--- config.mk ---
export PLATFORM = sky130hd
export DESIGN_NAME = bid_engine
export DESIGN_NICKNAME = d
export VERILOG_FILES = /design/src/hw/rtl/bid_pkg.sv /design/src/hw/rtl/bid_engine.sv
export SDC_FILE = /design/constraint.sdc
export NUM_CORES = 1
export LEC_CHECK = 0
export BUFFER_PORTS_ARGS = -buffer_cell sky130_fd_sc_hd__buf_2
export CAP_MARGIN = 20
export CELL_PAD_IN_SITES_DETAIL_PLACEMENT = 2
export CELL_PAD_IN_SITES_GLOBAL_PLACEMENT = 2
export CORE_ASPECT_RATIO = 0.8
export CORE_MARGIN = 3
export CORE_UTILIZATION = 30
export DETAILED_ROUTE_END_ITERATION = 16
export HOLD_SLACK_MARGIN = 0.06
export PLACE_DENSITY_LB_ADDON = 0.1
export SYNTH_ARGS = -nofsm -noshare
export SYNTH_HDL_FRONTEND = slang
export SYNTH_SLANG_ARGS = --single-unit
--- constraint.sdc ---
create_clock -name clk_i -period 3.65 [get_ports clk_i]
set_input_delay 0.5475 -clock clk_i [delete_from_list [all_inputs] [get_ports clk_i]]
set_output_delay 0.5475 -clock clk_i [all_outputs]
set_load 0.02 [all_outputs]
--- src/hw/rtl/bid_pkg.sv ---
`timescale 1ns / 1ps
`default_nettype none
package bid_pkg;

  localparam int MAX_ROWS    = 256;
  localparam int MAX_COLUMNS = 256;
  localparam int MAX_KERNEL  = 15;

  localparam int ROW_W  = $clog2(MAX_ROWS);
  localparam int COL_W  = $clog2(MAX_COLUMNS);
  localparam int ADDR_W = ROW_W + COL_W;
  localparam int CNT_W  = 9;
  localparam int KER_W  = 4;
  localparam int HALF_W = 3;
  localparam int PASS_W = 8;
  localparam int WIN_W  = MAX_KERNEL;

  typedef enum logic [1:0] {
    CFG_ROWS    = 2'd0,
    CFG_COLUMNS = 2'd1,
    CFG_KERNEL  = 2'd2,
    CFG_PASSES  = 2'd3
  } cfg_idx_e;

  typedef enum logic [2:0] {
    ST_IDLE,
    ST_HSWEEP,
    ST_HDRAIN,
    ST_VSWEEP,
    ST_VDRAIN,
    ST_DONE
  } eng_state_e;

  // Effective geometry after saturation and odd rounding of the kernel.
  typedef struct packed {
    logic [CNT_W-1:0]  nr;
    logic [CNT_W-1:0]  nc;
    logic [KER_W-1:0]  k;
    logic [HALF_W-1:0] h;
    logic [PASS_W-1:0] passes;
  } geom_t;

  typedef struct packed {
    logic              we;
    logic [ADDR_W-1:0] waddr;
    logic              wdata;
    logic [ADDR_W-1:0] raddr;
  } ram_req_t;

  // Maps a coordinate onto the interior band [h, n-h-1]; border pixels
  // always equal their nearest interior pixel.
  function automatic logic [ROW_W-1:0] clamp_coord(input logic [ROW_W-1:0] x,
                                                  input logic [HALF_W-1:0] h,
                                                  input logic [CNT_W-1:0] n);
    logic [CNT_W-1:0] hi;
    logic [ROW_W-1:0] res;
    hi = n - CNT_W'(h) - CNT_W'(1);
    if (x < ROW_W'(h)) begin
      res = ROW_W'(h);
    end else if (CNT_W'(x) > hi) begin
      res = hi[ROW_W-1:0];
    end else begin
      res = x;
    end
    return res;
  endfunction

endpackage
`default_nettype wire

--- src/hw/rtl/bid_engine.sv ---
`timescale 1ns / 1ps
`default_nettype none
module bid_engine (
  input  wire logic             clk_i,
  input  wire logic             rst_ni,
  input  wire logic             start_i,
  input  wire bid_pkg::geom_t   geom_i,
  input  wire logic             src_rdata_i,
  input  wire logic             a_rdata_i,
  input  wire logic             b_rdata_i,
  output logic [bid_pkg::ADDR_W-1:0] src_raddr_o,
  output bid_pkg::ram_req_t     a_req_o,
  output bid_pkg::ram_req_t     b_req_o,
  output logic                  busy_o,
  output logic                  done_o
);
  import bid_pkg::*;

  eng_state_e state_q, state_d;
  logic [ROW_W-1:0]  ca_q, ca_d, cb_q, cb_d;
  logic [PASS_W-1:0] left_q, left_d;
  logic              first_q, first_d;
  logic              last_a, last_b;

  logic              p_vld_q, p_h_q, p_src_q;
  logic [ROW_W-1:0]  p_a_q, p_b_q;
  logic [WIN_W-2:0]  sh_q;
  logic              bit_in, orv, wen;
  logic [WIN_W-1:0]  win, mask;
  logic [15:0]       m16;
  logic [ROW_W-1:0]  p_pos;

  always_comb begin
    last_a = 1'b0;
    last_b = 1'b0;
    if (state_q == ST_VSWEEP) begin
      last_a = CNT_W'(ca_q) == geom_i.nr - CNT_W'(1);
      last_b = CNT_W'(cb_q) == geom_i.nc - CNT_W'(geom_i.h) - CNT_W'(1);
    end else begin
      last_a = CNT_W'(ca_q) == geom_i.nc - CNT_W'(1);
      last_b = CNT_W'(cb_q) == geom_i.nr - CNT_W'(1);
    end
  end

  always_comb begin
    state_d = state_q;
    unique case (state_q)
      ST_IDLE:   if (start_i) state_d = ST_HSWEEP;
      ST_HSWEEP: if (last_a && last_b) state_d = ST_HDRAIN;
      ST_HDRAIN: state_d = ST_VSWEEP;
      ST_VSWEEP: if (last_a && last_b) state_d = ST_VDRAIN;
      ST_VDRAIN: state_d = (left_q == PASS_W'(1)) ? ST_DONE : ST_HSWEEP;
      ST_DONE:   state_d = ST_IDLE;
      default:   state_d = ST_IDLE;
    endcase
  end

  always_comb begin
    ca_d    = ca_q;
    cb_d    = cb_q;
    left_d  = left_q;
    first_d = first_q;
    unique case (state_q)
      ST_IDLE: begin
        ca_d    = '0;
        cb_d    = '0;
        left_d  = geom_i.passes;
        first_d = 1'b1;
      end
      ST_HSWEEP, ST_VSWEEP: begin
        if (last_a) begin
          ca_d = '0;
          cb_d = cb_q + ROW_W'(1);
        end else begin
          ca_d = ca_q + ROW_W'(1);
        end
      end
      ST_HDRAIN: begin
        ca_d = '0;
        cb_d = ROW_W'(geom_i.h);
      end
      ST_VDRAIN: begin
        ca_d    = '0;
        cb_d    = '0;
        left_d  = left_q - PASS_W'(1);
        first_d = 1'b0;
      end
      ST_DONE: begin
      end
      default: begin
      end
    endcase
  end

  // Horizontal sweep reads the source on the first pass, else the previous result through the border clamp.
  assign src_raddr_o   = {cb_q, ca_q};
  assign a_req_o.raddr = {clamp_coord(cb_q, geom_i.h, geom_i.nr),
                          clamp_coord(ca_q, geom_i.h, geom_i.nc)};
  assign b_req_o.raddr = {ca_q, cb_q};

  // Sliding window over the read stream.
  assign bit_in = p_h_q ? (p_src_q ? src_rdata_i : a_rdata_i) : b_rdata_i;
  assign win    = {(p_a_q == '0) ? {(WIN_W-1){1'b0}} : sh_q, bit_in};
  assign m16    = (16'd1 << geom_i.k) - 16'd1;
  assign mask   = m16[WIN_W-1:0];
  assign orv    = |(win & mask);
  assign wen    = p_vld_q && (CNT_W'(p_a_q) >= CNT_W'(geom_i.k) - CNT_W'(1));
  assign p_pos  = p_a_q - ROW_W'(geom_i.h);

  assign b_req_o.we    = wen && p_h_q;
  assign b_req_o.waddr = {p_b_q, p_pos};
  assign b_req_o.wdata = orv;
  assign a_req_o.we    = wen && !p_h_q;
  assign a_req_o.waddr = {p_pos, p_b_q};
  assign a_req_o.wdata = orv;

  assign busy_o = state_q != ST_IDLE;
  assign done_o = state_q == ST_DONE;

  always_ff @(posedge clk_i or negedge rst_ni) begin
    if (!rst_ni) begin
      state_q <= ST_IDLE;
      p_vld_q <= 1'b0;
    end else begin
      state_q <= state_d;
      p_vld_q <= (state_q == ST_HSWEEP) || (state_q == ST_VSWEEP);
    end
  end

  always_ff @(posedge clk_i) begin
    ca_q    <= ca_d;
    cb_q    <= cb_d;
    left_q  <= left_d;
    first_q <= first_d;
    p_h_q   <= state_q == ST_HSWEEP;
    p_src_q <= first_q;
    p_a_q   <= ca_q;
    p_b_q   <= cb_q;
    if (p_vld_q) begin
      sh_q <= win[WIN_W-2:0];
    end
  end

  a_one_write: assert property (@(posedge clk_i) disable iff (!rst_ni)
    !(a_req_o.we && b_req_o.we)) else $error("both work images written at once");
  a_done_seq: assert property (@(posedge clk_i) disable iff (!rst_ni)
    state_q == ST_DONE |-> $past(state_q) == ST_VDRAIN) else $error("done without drain");
  a_b_phase: assert property (@(posedge clk_i) disable iff (!rst_ni)
    b_req_o.we |-> (state_q == ST_HSWEEP || state_q == ST_HDRAIN))
    else $error("row buffer written outside horizontal sweep");

endmodule
`default_nettype wire
==> summary.md <==
| Metric | Value |
|---|---|
| Clk sinks | just over 60 |
| FF+latch count, synth | 61 |
| Core area | 18,600 um2 |
| Initial DRC count | around 240 |
| Worst setup SP type | input pin |
| Root buf cell | clkbuf_16 |
| Row cnt | 44 |
| Worst-Margin Slew | about 0.8 ns |
| Post-DP HPWL | around 18,000 um |
| Setup-failing EPs final | 16 |
| Peak supply drop | 477 uV |
| Max Slew Vio Count | 0 |
| Via count | between 5,000 and 6,000 |
| Die Width | about 160 um |
| Internal | around 2600 uW |
| Violated checks | setup timing |
| FMAX | around 240 MHz |
| Yosys top cell by area | edfxtp_1 |
| DRT antenna net count | 0 |
| NetSw | around 2000 uW |
| Clk_lat worst skew | between 0.3 and 0.4 ns |
| Post-synthesis cell area | roughly 5800 um2 |
| Slew headroom | 0.477 |
| R2R Path Start | state_q[2] |
| Multi-input gate area | between 4000 and 5000 um2 |
| Hold Fails Final Rpt | 0 |
| Share of layout cells above drive strength 1 | 0.400 |
| CP Buf/Inv Count | 5 |
| DRT Pass-1 Iters | 4 |
| Slack of the critical path | -0.566 ns |
| Number of H-tree levels | 3 |
| CP max stage cell | fa_2 |
| GRT Util Overall | 0.228 |
| R2r setup slk | about 0.47 ns |
| Storage cell area | ~1600 um2 |
| Crit. End Element | output pin |
| Vias per cell | roughly 5.3 |
| HP Class | register to register |
| Type of the worst setup path | input pin to output pin |
| Worst slack, placed | -0.638 ns |
| Combinational power share | 0.565 |
| Filler Cell Count | approximately 2,000 |
| Area delta synth->final | 43.1% |
| Seq/Total Area, Yosys | 0.281 |
| Post-synth top flop | edfxtp_1 |
| Hold Path End | p_src_q |
| Most frequent cells after synthesis | 50 x ha_1, 49 x nand2_1, 49 x nor2_1 |
| TritonCTS clock tree | done |
| Initial antenna violation count | 0 |
| Layout Nets | 945 |
| Top-count cell post-synth | ha_1 |
| Critical Path RT | 3.10 ns |
| Number of global-route vias before repair | approximately 6,500 |
| WL per Instance | 22.0 um |
| Crit-path max cell delay | ~0.42 ns |
| Leak Pwr | approximately 0.0036 uW |
| Ports | 125 |
| CTS max path bufs | 2 |
| R2R depth | 9 |
| Count of different cell masters after synthesis | 76 |
| Async set-reset flop share out of synthesis | 0.0656 |
| Starting density of the core | 0.313 |
| Outcome | complete, but fails checks |
| Final min period | 4.22 ns |
| DIE AREA | 21,100 um2 |
| RSZ-0062 raised after global routing | true |
| Crit path max-delay family | compound AO/OA/AOI/OAI gates |
| Seq pwr share | 0.244 |
| Total grt overflow | 0 |
| Number of synthesized flops with an enable pin | 39 |
| Yosys Warn Count | 0 |
| Pwr dens | roughly 550 nW/um2 |
| Final wirelength | between 20,000 and 25,000 um |
| Die height | 130 um |
| Hold path cells | 0 |
| Worst-path cell chain | buf_8, clkinvlp_4, ha_4, fa_2, buf_6, xnor2_4, ha_4, a21o_1, a21o_1, a211o_1, a21oi_2, o21a_2, buf_12, nor2_4, o311ai_4, buf_6 |
| Switching share of total power | 0.433 |
| Clk slew on worst S/H paths | 0.05 ns |
| Reg2reg end | cb_q[5] |
| Cell count after synthesis | ~660 |
| Synth area leaders | edfxtp_1 20%, ha_1 11%, dfxtp_1 6.2% |
| Max_cap viols | 0 |
| Largest net degree at the start of global routing | 21 |
| # diodes | 0 |
| Clock share of power | 0.191 |
| Setup TNS | -7.29 ns |
| Mapped Nets | about 750 |
| Synth Area per Inst | 8.78 um2 |
| CP Max Fanout | 3 |
| GP Congestion | about 0.88 |
| First-pass GRT wire length | 37,500 um |
| Port Buffers | approximately 120 |
| DRC Markers | 0 |
| Max Clock Skew | roughly 0.0096 ns |
| Total CTS buffers | 9 |
| Worst hold start | first_q |
| Final period util | 1.16 |
| Arrival @ worst endpoint | around 3.7 ns |
| Yosys top cell area share | 0.202 |
power by group through the flow:
stage          Combinational (uW)  Sequential (uW)  Clock, uW
3_5_place_dp                 2240             1120          0
3_3_place_gp                 2130             1110          0
2_1_floorplan                1490             1090          0
5_1_grt                      2810             1140        922
6_report                     2600             1120        880
4_1_cts                      2540             1110        898
metal layers:
layer | vias up | track usage | routed length, um
met5 | - | 0 | 0
met4 | 0 | 0.0405 | 286
met3 | 24 | 0.0369 | 1120
met2 | 125 | 0.413 | 12200
met1 | 2924 | 0.291 | 10800
li1 | 2770 | - | -
cells by family after synthesis:
group / count (synthesis) / share of synthesized area
flops: 61 / 0.281
compound gates: 155 / 0.186
fa+ha+maj: 53 / 0.118
mux: 15 / 0.0273
buf+inv: 99 / 0.0898
xor+xnor: 65 / 0.105
simple gates: 214 / 0.193
how the worst max path moves through the flow:
stage,from,endpoint,depth (start not counted)
floorplan,geom_i[8],a_req_o[2],13
global placement,geom_i[9],a_req_o[2],14
detailed placement,geom_i[8],a_req_o[2],15
CTS,geom_i[8],a_req_o[2],15
global route,geom_i[8],a_req_o[0],16
finish,geom_i[8],a_req_o[0],16
sequential cells by signal (all words and copies together), names as in the netlist:
register	cells
first_q	1
p_vld_q	1
sh_q	14
state_q	3
cb_q	8
p_src_q	1
p_a_q	8
left_q	8
ca_q	8
p_h_q	1
p_b_q	8
through the flow:
step	power (uW)	cell area, um2	instances	hold WS [ns]	utilization
after floorplan	2580	5990	662	0.252	-
after global placement	3240	7240	1069	0.327	0.390
after detailed placement	3350	7240	1069	0.335	0.390
after CTS	4550	8190	1105	0.348	0.441
after global routing	4870	8320	1111	0.354	0.448
final	4600	8320	1111	0.348	0.448
worst register-to-register path, cell delays in order, from the launching register on:
cell	delay (ns)
dfrtp_1	0.51
and3b_1	0.55
o311ai_0	0.25
a32o_1	0.26
a2111oi_0	0.31
buf_4	0.20
and4_1	0.23
nand2_1	0.09
a21boi_0	0.24
buf_4	0.24
area by class of cell:
class,instances,area share
multi-input combinational,502,0.507
sequential,61,0.196
inverter,36,0.0176
clock inverter,1,0.00361
timing repair buffer,243,0.204
tap,253,0.0381
clock buffer,15,0.0334
cell usage in the layout (no fill, tap or decap), drive strengths merged, types with 4 or more instances in the layout:
master,instances
a31oi,7
nor2b,7
a211o,4
nand4,10
a2111oi,6
nor3b,4
xor2,21
edfxtp,39
dfrtp,4
o221ai,4
o2111ai,4
nor4,9
nand2b,6
dfxtp,18
o21ai,41
o31ai,9
mux2i,8
inv,33
a21oi,26
ha,50
or4,7
nand3,17
nand2,49
o21a,11
a21boi,4
a21o,8
nor2,49
a211oi,4
buf,242
xnor2,41
and2,13
mux2,7
clkbuf,15
and3,7
nor3,18
repair_timing:
| item | CTS | global route |
|---|---|---|
| endpoints found under the setup margin | 16 | 20 |
| pin swaps | 29 | 32 |
| buffers inserted | 19 | 10 |
| gates cloned | 0 | 0 |
| resized for setup | 98 | 18 |
| hold buffers | 1 | 0 |
| hold endpoints to repair | 4 | 0 |
Note: power is estimated with default switching activity, not from simulation.
